==> src/rtl/core/kcts_pkg.sv <==
package kcts_pkg;
  localparam int ENTRIES = 16;
  localparam int IDX_W = 4;
  localparam int CNT_W = 5;
  localparam int KEY_W = 48;
  localparam int CHAN_W = 32;
  localparam int PREF_W = 3;
  localparam int MET_W = 32;
  localparam int ENT_W = KEY_W + CHAN_W + PREF_W + MET_W;

  localparam logic [3:0] OP_SET = 4'd0;
  localparam logic [3:0] OP_UNSET = 4'd1;
  localparam logic [3:0] OP_CLEAR = 4'd2;
  localparam logic [3:0] OP_SETPREF = 4'd3;
  localparam logic [3:0] OP_ADDMET = 4'd4;
  localparam logic [3:0] OP_SETMET = 4'd5;
  localparam logic [3:0] OP_LOOKUP = 4'd6;
  localparam logic [3:0] OP_READ = 4'd7;
  localparam logic [3:0] OP_SORT = 4'd8;

  localparam logic [2:0] ST_OK = 3'd0;
  localparam logic [2:0] ST_NOKEY = 3'd1;
  localparam logic [2:0] ST_FULL = 3'd2;
  localparam logic [2:0] ST_REFUSED = 3'd3;
  localparam logic [2:0] ST_RANGE = 3'd4;

  localparam logic [2:0] PREF_NONE = 3'd0;

  typedef struct packed {
    logic [KEY_W-1:0] key;
    logic [CHAN_W-1:0] chan;
    logic [PREF_W-1:0] pref;
    logic [MET_W-1:0] metric;
  } entry_t;

  typedef struct packed {
    logic [3:0] op;
    logic [KEY_W-1:0] mac_key;
    logic [31:0] channel_word;
    logic [2:0] pref_code;
    logic [31:0] metric_value;
    logic [3:0] slot_index;
  } in_item_t;

  typedef struct packed {
    logic [2:0] status;
    logic [3:0] slot_found;
    logic [KEY_W-1:0] mac_out;
    logic [31:0] channel_out;
    logic [2:0] pref_out;
    logic [31:0] metric_out;
    logic [4:0] entry_count;
  } out_item_t;

  // memory port bundle from sequencer to table
  typedef struct packed {
    logic rd_en;
    logic [IDX_W-1:0] rd_addr;
    logic wr_en;
    logic [IDX_W-1:0] wr_addr;
    entry_t wr_data;
  } mem_req_t;
endpackage

==> src/rtl/core/kcts_if.sv <==
interface kcts_in_if;
  import kcts_pkg::*;
  logic valid;
  logic ready;
  in_item_t data;
  modport source (output valid, output data, input ready);
  modport sink (input valid, input data, output ready);
endinterface

interface kcts_out_if;
  import kcts_pkg::*;
  logic valid;
  logic ready;
  out_item_t data;
  modport source (output valid, output data, input ready);
  modport sink (input valid, input data, output ready);
endinterface

==> src/rtl/core/kcts_mem.sv <==
module kcts_mem
  import kcts_pkg::*;
(
  input  logic     clk,
  input  mem_req_t req,
  output entry_t   rd_data
);
  entry_t mem [ENTRIES];

  // single write port, registered read port
  always_ff @(posedge clk) begin
    if (req.wr_en) mem[req.wr_addr] <= req.wr_data;
    if (req.rd_en) rd_data <= mem[req.rd_addr];
  end
endmodule

==> src/rtl/core/kcts_seq.sv <==
module kcts_seq
  import kcts_pkg::*;
(
  input  logic          clk,
  input  logic          rst_n,
  kcts_in_if.sink       in_ch,
  kcts_out_if.source    out_ch,
  output mem_req_t      req,
  input  entry_t        rd_data
);
  localparam logic [3:0] S_IDLE = 4'd0;
  localparam logic [3:0] S_SRCH = 4'd1;  // scan for key
  localparam logic [3:0] S_ACT = 4'd2;   // act on found entry
  localparam logic [3:0] S_SHIFT = 4'd3; // unset compaction
  localparam logic [3:0] S_CLR = 4'd4;
  localparam logic [3:0] S_SORTJ = 4'd5; // load element j
  localparam logic [3:0] S_SORTI = 4'd6; // compare with i-1
  localparam logic [3:0] S_DONE = 4'd7;
  localparam logic [3:0] S_WAIT = 4'd8;  // read latency bubble
  localparam logic [3:0] S_SORTP = 4'd9; // place element j at the head

  logic [3:0] state_r, state_nxt;
  logic [3:0] ret_r, ret_nxt;
  in_item_t item_r, item_nxt;
  out_item_t res_r, res_nxt;
  logic out_valid_r, out_valid_nxt;
  logic [CNT_W-1:0] fill_r, fill_nxt;
  logic [CNT_W-1:0] i_r, i_nxt, j_r, j_nxt;
  entry_t hold_r, hold_nxt;

  assign in_ch.ready = (state_r == S_IDLE) && !out_valid_r;
  assign out_ch.valid = out_valid_r;
  assign out_ch.data = res_r;

  // fill result fields from one entry
  function automatic out_item_t rep(out_item_t r, logic [CNT_W-1:0] pos, entry_t e);
    out_item_t o;
    o = r;
    o.slot_found = pos[IDX_W-1:0];
    o.mac_out = e.key;
    o.channel_out = e.chan;
    o.pref_out = e.pref;
    o.metric_out = e.metric;
    return o;
  endfunction

  // sequencer next state
  always_comb begin
    state_nxt = state_r;
    ret_nxt = ret_r;
    item_nxt = item_r;
    res_nxt = res_r;
    out_valid_nxt = out_valid_r;
    fill_nxt = fill_r;
    i_nxt = i_r;
    j_nxt = j_r;
    hold_nxt = hold_r;
    req = '0;
    if (out_valid_r && out_ch.ready) out_valid_nxt = 1'b0;
    case (state_r)
      S_IDLE: begin
        if (in_ch.valid && in_ch.ready) begin
          item_nxt = in_ch.data;
          res_nxt = '0;
          i_nxt = '0;
          case (in_ch.data.op)
            OP_SET, OP_UNSET, OP_SETPREF, OP_ADDMET, OP_SETMET, OP_LOOKUP: begin
              if (fill_r == '0) state_nxt = S_ACT;
              else begin
                req.rd_en = 1'b1;
                req.rd_addr = '0;
                ret_nxt = S_SRCH;
                state_nxt = S_WAIT;
              end
            end
            OP_READ: begin
              if ({1'b0, in_ch.data.slot_index} >= fill_r) begin
                res_nxt.status = ST_RANGE;
                state_nxt = S_DONE;
              end else begin
                req.rd_en = 1'b1;
                req.rd_addr = in_ch.data.slot_index;
                i_nxt = {1'b0, in_ch.data.slot_index};
                ret_nxt = S_ACT;
                state_nxt = S_WAIT;
              end
            end
            OP_CLEAR: begin
              if (fill_r == '0) state_nxt = S_DONE;
              else begin
                req.rd_en = 1'b1;
                ret_nxt = S_CLR;
                state_nxt = S_WAIT;
              end
            end
            OP_SORT: begin
              j_nxt = CNT_W'(1);
              state_nxt = S_SORTJ;
            end
            default: state_nxt = S_DONE;
          endcase
        end
      end
      S_WAIT: state_nxt = ret_r;
      S_SRCH: begin
        if (rd_data.key == item_r.mac_key) state_nxt = S_ACT;
        else if (i_r + 1'b1 >= fill_r) begin
          i_nxt = fill_r;
          state_nxt = S_ACT;
        end else begin
          i_nxt = i_r + 1'b1;
          req.rd_en = 1'b1;
          req.rd_addr = IDX_W'(i_r + 1'b1);
          ret_nxt = S_SRCH;
          state_nxt = S_WAIT;
        end
      end
      S_ACT: begin
        // i_r == fill_r means key absent (read index never hits this)
        state_nxt = S_DONE;
        if (item_r.op == OP_READ) res_nxt = rep(res_r, i_r, rd_data);
        else if (i_r == fill_r) begin
          if (item_r.op == OP_SET) begin
            if (fill_r == CNT_W'(ENTRIES)) res_nxt.status = ST_FULL;
            else begin
              req.wr_en = 1'b1;
              req.wr_addr = IDX_W'(fill_r);
              req.wr_data = '{item_r.mac_key, item_r.channel_word, PREF_NONE, '0};
              res_nxt = rep(res_r, fill_r, req.wr_data);
              fill_nxt = fill_r + 1'b1;
            end
          end else res_nxt.status = ST_NOKEY;
        end else begin
          req.wr_addr = IDX_W'(i_r);
          req.wr_data = rd_data;
          case (item_r.op)
            OP_SET: begin
              req.wr_en = 1'b1;
              req.wr_data = '{item_r.mac_key, item_r.channel_word, PREF_NONE, '0};
            end
            OP_SETPREF: begin
              if (rd_data.pref != PREF_NONE) res_nxt.status = ST_REFUSED;
              else begin
                req.wr_en = 1'b1;
                req.wr_data.pref = item_r.pref_code;
              end
            end
            OP_ADDMET: begin
              req.wr_en = 1'b1;
              req.wr_data.metric = rd_data.metric + item_r.metric_value;
            end
            OP_SETMET: begin
              req.wr_en = 1'b1;
              req.wr_data.metric = item_r.metric_value;
            end
            default: ;
          endcase
          res_nxt = rep(res_nxt, i_r, req.wr_data);
          if (item_r.op == OP_UNSET) begin
            fill_nxt = fill_r - 1'b1;
            if (i_r + 1'b1 < fill_r) begin
              req.rd_en = 1'b1;
              req.rd_addr = IDX_W'(i_r + 1'b1);
              ret_nxt = S_SHIFT;
              state_nxt = S_WAIT;
            end
          end
        end
      end
      S_SHIFT: begin
        // move entry i+1 down to i
        req.wr_en = 1'b1;
        req.wr_addr = IDX_W'(i_r);
        req.wr_data = rd_data;
        i_nxt = i_r + 1'b1;
        if (i_r + CNT_W'(2) < fill_r + 1'b1) begin
          req.rd_en = 1'b1;
          req.rd_addr = IDX_W'(i_r + CNT_W'(2));
          ret_nxt = S_SHIFT;
          state_nxt = S_WAIT;
        end else state_nxt = S_DONE;
      end
      S_CLR: begin
        req.wr_en = 1'b1;
        req.wr_addr = IDX_W'(i_r);
        req.wr_data = rd_data;
        req.wr_data.pref = PREF_NONE;
        req.wr_data.metric = '0;
        i_nxt = i_r + 1'b1;
        if (i_r + 1'b1 < fill_r) begin
          req.rd_en = 1'b1;
          req.rd_addr = IDX_W'(i_r + 1'b1);
          ret_nxt = S_CLR;
          state_nxt = S_WAIT;
        end else state_nxt = S_DONE;
      end
      S_SORTJ: begin
        if (j_r >= fill_r) state_nxt = S_DONE;
        else begin
          req.rd_en = 1'b1;
          req.rd_addr = IDX_W'(j_r);
          i_nxt = j_r;
          ret_nxt = S_SORTI;
          state_nxt = S_WAIT;
        end
      end
      S_SORTI: begin
        // first visit captures element j, later ones hold entry i-1
        if (ret_r == S_SORTI) begin
          hold_nxt = rd_data;
          req.rd_en = 1'b1;
          req.rd_addr = IDX_W'(i_r - 1'b1);
          ret_nxt = S_SORTJ;
          state_nxt = S_WAIT;
        end else if (rd_data.metric < hold_r.metric) begin
          // shift entry i-1 up one place
          req.wr_en = 1'b1;
          req.wr_addr = IDX_W'(i_r);
          req.wr_data = rd_data;
          i_nxt = i_r - 1'b1;
          if (i_r == CNT_W'(1)) state_nxt = S_SORTP;
          else begin
            req.rd_en = 1'b1;
            req.rd_addr = IDX_W'(i_r - CNT_W'(2));
            ret_nxt = S_SORTJ;
            state_nxt = S_WAIT;
          end
        end else begin
          req.wr_en = 1'b1;
          req.wr_addr = IDX_W'(i_r);
          req.wr_data = hold_r;
          j_nxt = j_r + 1'b1;
          state_nxt = S_SORTJ;
        end
      end
      S_SORTP: begin
        req.wr_en = 1'b1;
        req.wr_addr = IDX_W'(i_r);
        req.wr_data = hold_r;
        j_nxt = j_r + 1'b1;
        state_nxt = S_SORTJ;
      end
      S_DONE: begin
        res_nxt.entry_count = fill_r;
        out_valid_nxt = 1'b1;
        state_nxt = S_IDLE;
      end
      default: state_nxt = S_IDLE;
    endcase
    // the sort loop returns through S_WAIT into S_SORTI with ret marking entry i-1
    if (state_r == S_WAIT && ret_r == S_SORTJ) state_nxt = S_SORTI;
  end

  always_ff @(posedge clk) begin
    if (!rst_n) begin
      state_r <= S_IDLE;
      out_valid_r <= 1'b0;
      fill_r <= '0;
      ret_r <= S_IDLE;
    end else begin
      state_r <= state_nxt;
      out_valid_r <= out_valid_nxt;
      fill_r <= fill_nxt;
      ret_r <= ret_nxt;
    end
    item_r <= item_nxt;
    res_r <= res_nxt;
    i_r <= i_nxt;
    j_r <= j_nxt;
    hold_r <= hold_nxt;
  end

  a_fill_bound: assert property (@(posedge clk) disable iff (!rst_n)
    fill_r <= CNT_W'(ENTRIES)) else $error("fill count above depth");
  a_no_accept_busy: assert property (@(posedge clk) disable iff (!rst_n)
    in_ch.ready |-> state_r == S_IDLE && !out_valid_r) else $error("accept while busy");
  a_done_valid: assert property (@(posedge clk) disable iff (!rst_n)
    state_r == S_DONE |=> out_valid_r) else $error("result lost");
  a_fill_step: assert property (@(posedge clk) disable iff (!rst_n)
    fill_r != $past(fill_r) |-> $past(state_r) == S_ACT) else $error("bad fill change");
endmodule

==> src/rtl/core/keyed_candidate_table_sort_top.sv <==
// keyed candidate table with a stable descending metric sort
// in_ channel: one transaction per operation (set, unset, clear, set
// preference, add/set metric, lookup, read index, sort); out_ channel:
// exactly one result transaction per operation, in order.
// one item is in flight at a time; in_ready is low until its result
// has been taken from the output register.
// the sequencer walks the entries held one at a time through the single
// table memory, whose read port is registered.
// reset (synchronous, rst_n low) empties the table; entry contents are
// not cleared, only the fill count.
// when the receiver stalls the result holds in the output register and
// no new item is accepted.
module keyed_candidate_table_sort_top
  import kcts_pkg::*;
(
  input  logic        clk,
  input  logic        rst_n,
  kcts_in_if.sink     in_ch,
  kcts_out_if.source  out_ch
);
  mem_req_t req;
  entry_t rd_data;

  kcts_mem u_mem (.clk(clk), .req(req), .rd_data(rd_data));

  kcts_seq u_seq (
    .clk(clk), .rst_n(rst_n), .in_ch(in_ch), .out_ch(out_ch),
    .req(req), .rd_data(rd_data)
  );
endmodule

==> src/flat_wrapper.sv <==
// flat-port wrapper written by rule: the top's interface ports become plain ports
module keyed_candidate_table_sort_top_flat import kcts_pkg::*;
  (clk, rst_n, in_ch_valid, in_ch_data, in_ch_ready, out_ch_valid, out_ch_data, out_ch_ready);
  kcts_in_if in_ch_i ();
  kcts_out_if out_ch_i ();
  input  logic clk;
  input  logic rst_n;
  input wire logic [$bits(in_ch_i.valid)-1:0] in_ch_valid;
  input wire logic [$bits(in_ch_i.data)-1:0] in_ch_data;
  output wire logic [$bits(in_ch_i.ready)-1:0] in_ch_ready;
  output wire logic [$bits(out_ch_i.valid)-1:0] out_ch_valid;
  output wire logic [$bits(out_ch_i.data)-1:0] out_ch_data;
  input wire logic [$bits(out_ch_i.ready)-1:0] out_ch_ready;
  assign in_ch_i.valid = in_ch_valid;
  assign in_ch_i.data = in_ch_data;
  assign in_ch_ready = in_ch_i.ready;
  assign out_ch_valid = out_ch_i.valid;
  assign out_ch_data = out_ch_i.data;
  assign out_ch_i.ready = out_ch_ready;
  keyed_candidate_table_sort_top u_core (.clk(clk), .rst_n(rst_n), .in_ch(in_ch_i), .out_ch(out_ch_i));
endmodule
==> config.mk <==
export PLATFORM = sky130hd
export DESIGN_NAME = keyed_candidate_table_sort_top_flat
export DESIGN_NICKNAME = d
export VERILOG_FILES = /design/src/rtl/core/kcts_pkg.sv /design/src/rtl/core/kcts_if.sv /design/src/rtl/core/kcts_mem.sv /design/src/rtl/core/kcts_seq.sv /design/src/rtl/core/keyed_candidate_table_sort_top.sv /design/src/flat_wrapper.sv
export SDC_FILE = /design/constraint.sdc
export NUM_CORES = 2
export LEC_CHECK = 0
export BUFFER_PORTS_ARGS = -buffer_cell sky130_fd_sc_hd__buf_2
export CAP_MARGIN = 10
export CELL_PAD_IN_SITES_DETAIL_PLACEMENT = 1
export CELL_PAD_IN_SITES_GLOBAL_PLACEMENT = 2
export CORE_UTILIZATION = 35
export DETAILED_ROUTE_END_ITERATION = 10
export GPL_TIMING_DRIVEN = 0
export PLACE_DENSITY_LB_ADDON = 0.1
export SLEW_MARGIN = 40
export SYNTH_ARGS = -nofsm -noshare
export SYNTH_HDL_FRONTEND = slang
export SYNTH_SLANG_ARGS = --single-unit
==> constraint.sdc <==
create_clock -name clk -period 24.6 [get_ports clk]
set_input_delay 4.92 -clock clk [delete_from_list [all_inputs] [get_ports clk]]
set_output_delay 4.92 -clock clk [all_outputs]
set_load 0.1 [all_outputs]
==> flow_summary.toml <==
[status]
outcome = "completed"

[power]
leakagePower_nw = 42.9
ir_drop_mv = 0.171
total_power_w = 0.0176
power_density_mw_per_mm2 = 152

[cts]
numCtsBuffers = 271
worstSkewPairLatency_ns = 0.86
cts_buffer_depth = 4
cts_root_buf = "clkbuf_16"
clk_pin_slew_ns = 0.06
htree_levels = 5
cts_resized = 0
tritoncts = "done"
cts.sinks = 2339
post_cts_buffers = 0
cts_hold_buf = 0

[min_path]
worstHoldPathType = "reg2reg"
min_path_cells = 0
worstHoldStart = "u_core.u_mem.rd_data[40]"
min_to = "u_core.u_seq.hold_r[40]"

[synth]
syn-num-nets = 5992
synthArstFlopShare = 0
synth_area_leaders = "edfxtp_1 73%, mux2i_1 9.4%, o22ai_1 2.5%, a22o_1 1.5%, ha_1 1.2%"
ys_seq_area_frac = 0.736
synth_edf_count = 2326
netlist.area_leader.share = 0.733
synth_flop_cell = "edfxtp_1"
synth_cell_types = 77
syn_inst = 5774
synth_seq_cells = 2339
netlist_area_mm2 = 0.0953
avgSynthCellArea_um2 = 16.5
yosys_warnings = 0
synth_top_area_cell = "edfxtp_1"

[place]
dpl_cell_area_mm2 = 0.108
port_buffers = 255
dpl.hpwl_um = 236000
place_ws_ns = 13.77
gp_routability_congestion = 0.823

[drt]
first_pass_iters = 8
drc = 0
met2_length_um = 160000
routed_via_density = 5.55
routed_wl_um = 336000
ant_nets = 0
first_iter_violations = 4925
top_layer = "met4"
vias = 57700
wl_met1_um = 152000
wl_met3_um = 15400
wire_per_inst_um = 32.3

[grt]
grt_remaining_overflow = 0
grt_usage = 0.241
first_global_vias = 59200
antenna_found_initial = 15
grt_max_degree = 62
grt_pass1_wl_um = 465000

[finish]
final_nets = 6836
nFillCells = 26300
multi_input_area_mm2 = 0.0243
ff_latch_area_mm2 = 0.0701
fin_area_mm2 = 0.116
area_growth_pct = 21.9
final_layout_size_suffix_gt1_frac = 0.195

[setup_path]
crit_required_ns = 25.13
reg2reg_from = "u_core.u_seq.i_r[3]"
regToRegSetupSlack_ns = 17.27
r2r_end = "u_core.u_mem.rd_data[93]"
start_kind = "input pin"
crit_fanout = 11
endpoint_kind = "flop"
criticalPathCategory = "in2reg"
crit_arrival_ns = 10.46
r2r_cells = 18
critPathLaunch = "in_ch_data[122]"

[timing]
finalHoldViolCount = 0
max_freq_mhz = 101
rsz0062_at_grt = "no"
timing.final.ws_setup_ns = 14.67
drv_slew = 0
tightest_slew_ns = 0.924
fin_skew_ns = 0.0647
layout_worst_path_cycle_share = 0.403
relSlewSlack = 0.384
min_period_ns = 9.93
setup_tns_ns = 0
setup_viol = 0

[job]
drv_cap = 0

[floorplanning]
coreArea_mm2 = 0.271
rows = 191
start_util = 0.352
fp.dieH_um = 524
io_pins = 256
die_w_um = 524
dieArea_mm2 = 0.274
## critical path, cell delays in order
cell and delay [ns]:
buf_2 0.15, nand4b_1 0.46, a21o_1 0.29, a31oi_1 0.51, nand3_1 0.17, o2111ai_1 0.29
a211o_1 0.33, a211o_1 0.14, buf_2 0.49, buf_2 0.73, buf_1 0.64, clkbuf_2 0.51
o22ai_1 0.16, nor4_2 0.59
## cells in the final DEF (no fill, tap or decap), types with 118 or more instances in the layout
| cell | synthesis | final |
|---|---|---|
| edfxtp_1 | 2326 | 2326 |
| mux2i_1 | 893 | 893 |
| buf_2 | 104 | 389 |
| o22ai_1 | 387 | 387 |
| clkbuf_16 | 0 | 279 |
| nand2_1 | 245 | 242 |
| clkbuf_1 | 210 | 188 |
| a22o_1 | 161 | 161 |
| a21oi_1 | 126 | 125 |
| buf_16 | 0 | 125 |
| or4_1 | 118 | 118 |
## metrics by stage
stage | utilization | hold WS (ns) | instances
after detailed placement | 0.397 | 0.529 | 9913
after global routing | 0.429 | 0.569 | 10400
after global placement | 0.373 | 0.518 | 9599
final | 0.429 | 0.547 | 10400
after CTS | 0.429 | 0.552 | 10400
after floorplan | - | 0.493 | 5774
## synthesized netlist by cell type, types with 6 or more instances
cell	count
a211o_1	8
a211oi_1	13
a21o_1	62
a21oi_1	126
a221o_1	18
a221oi_1	12
a222oi_1	86
a22o_1	161
a22oi_1	30
a31oi_1	8
a32o_1	25
and2_1	12
and3_1	18
buf_1	23
buf_2	104
clkbuf_1	210
dfxtp_1	13
edfxtp_1	2326
ha_1	90
inv_1	63
mux2_1	8
mux2_2	53
mux2i_1	893
nand2_1	245
nand2b_1	13
nand3_1	27
nand3b_1	7
nand4_1	30
nor2_1	102
nor2b_1	16
nor3_1	90
nor4_1	35
o211ai_1	11
o21ai_0	144
o21ai_1	9
o221ai_1	7
o22ai_1	387
or2_2	6
or4_1	118
xnor2_1	22
xor2_1	69
## sequential cells by signal, summed over array words and instances (netlist names)
name,flops
u_core.u_seq.j_r,5
u_core.u_seq.out_ch.valid,1
u_core.u_seq.state_r,4
u_core.u_seq.hold_r,115
u_core.u_seq.i_r,5
u_core.u_mem.mem,1840
u_core.u_seq.ret_r,3
u_core.u_seq.out_ch.data,127
u_core.u_seq.item_r,119
u_core.u_mem.rd_data,115
u_core.u_seq.fill_r,5
## how the worst max path moves through the flow
stage,slack [ns],cells after the start,endpoint
5_1_grt,14.56,14,u_core.u_mem.rd_data[93]
6_report,14.67,14,u_core.u_mem.rd_data[93]
3_3_place_gp,-2.56,10,u_core.u_mem.mem[0][100]
4_1_cts,14.65,14,u_core.u_mem.rd_data[70]
3_5_place_dp,13.77,14,u_core.u_mem.rd_data[70]
2_1_floorplan,13.15,11,u_core.u_mem.mem[0][0]
## logic make-up (layout without fill, tap and decap cells)
kind of cell,after synthesis,after routing,share of synthesized area
compound gates,1152,1152,0.0848
mux,954,954,0.101
xor+xnor,91,91,0.00837
fa+ha+maj,91,91,0.0120
simple gates,741,741,0.0402
other cells,0,7,0
flops,2339,2339,0.736
buf+inv,406,1446,0.0177
## where the power goes
| part | leakage (nW) | internal (W) | switching (W) | total [W] |
|---|---|---|---|---|
| combinational | 17.2 | 0.00231 | 0.00538 | 0.00769 |
| sequential | 21.6 | 0.00566 | 0.000359 | 0.00601 |
| clock | 4.12 | 0.00231 | 0.00163 | 0.00394 |
| total | 42.9 | 0.0103 | 0.00737 | 0.0176 |
## final cells by class
type | instances | share of cell area
flip-flops and latches | 2339 | 0.604
multi-input cells | 3029 | 0.209
clock buffers | 336 | 0.0619
repair buffers | 571 | 0.0605
well taps | 3570 | 0.0385
plain buffers | 343 | 0.0136
clock inverters | 133 | 0.0109
inverters | 63 | 0.00204
diodes | 7 | 0.000151
## metal layers
layer  global-route usage  vias up
met1                0.335    30600
met4               0.0602        0
met2                0.400     1559
met3               0.0292      388
met5                    0        -
li1                     -    25200
No activity file was read; power rests on OpenSTA's default activity.
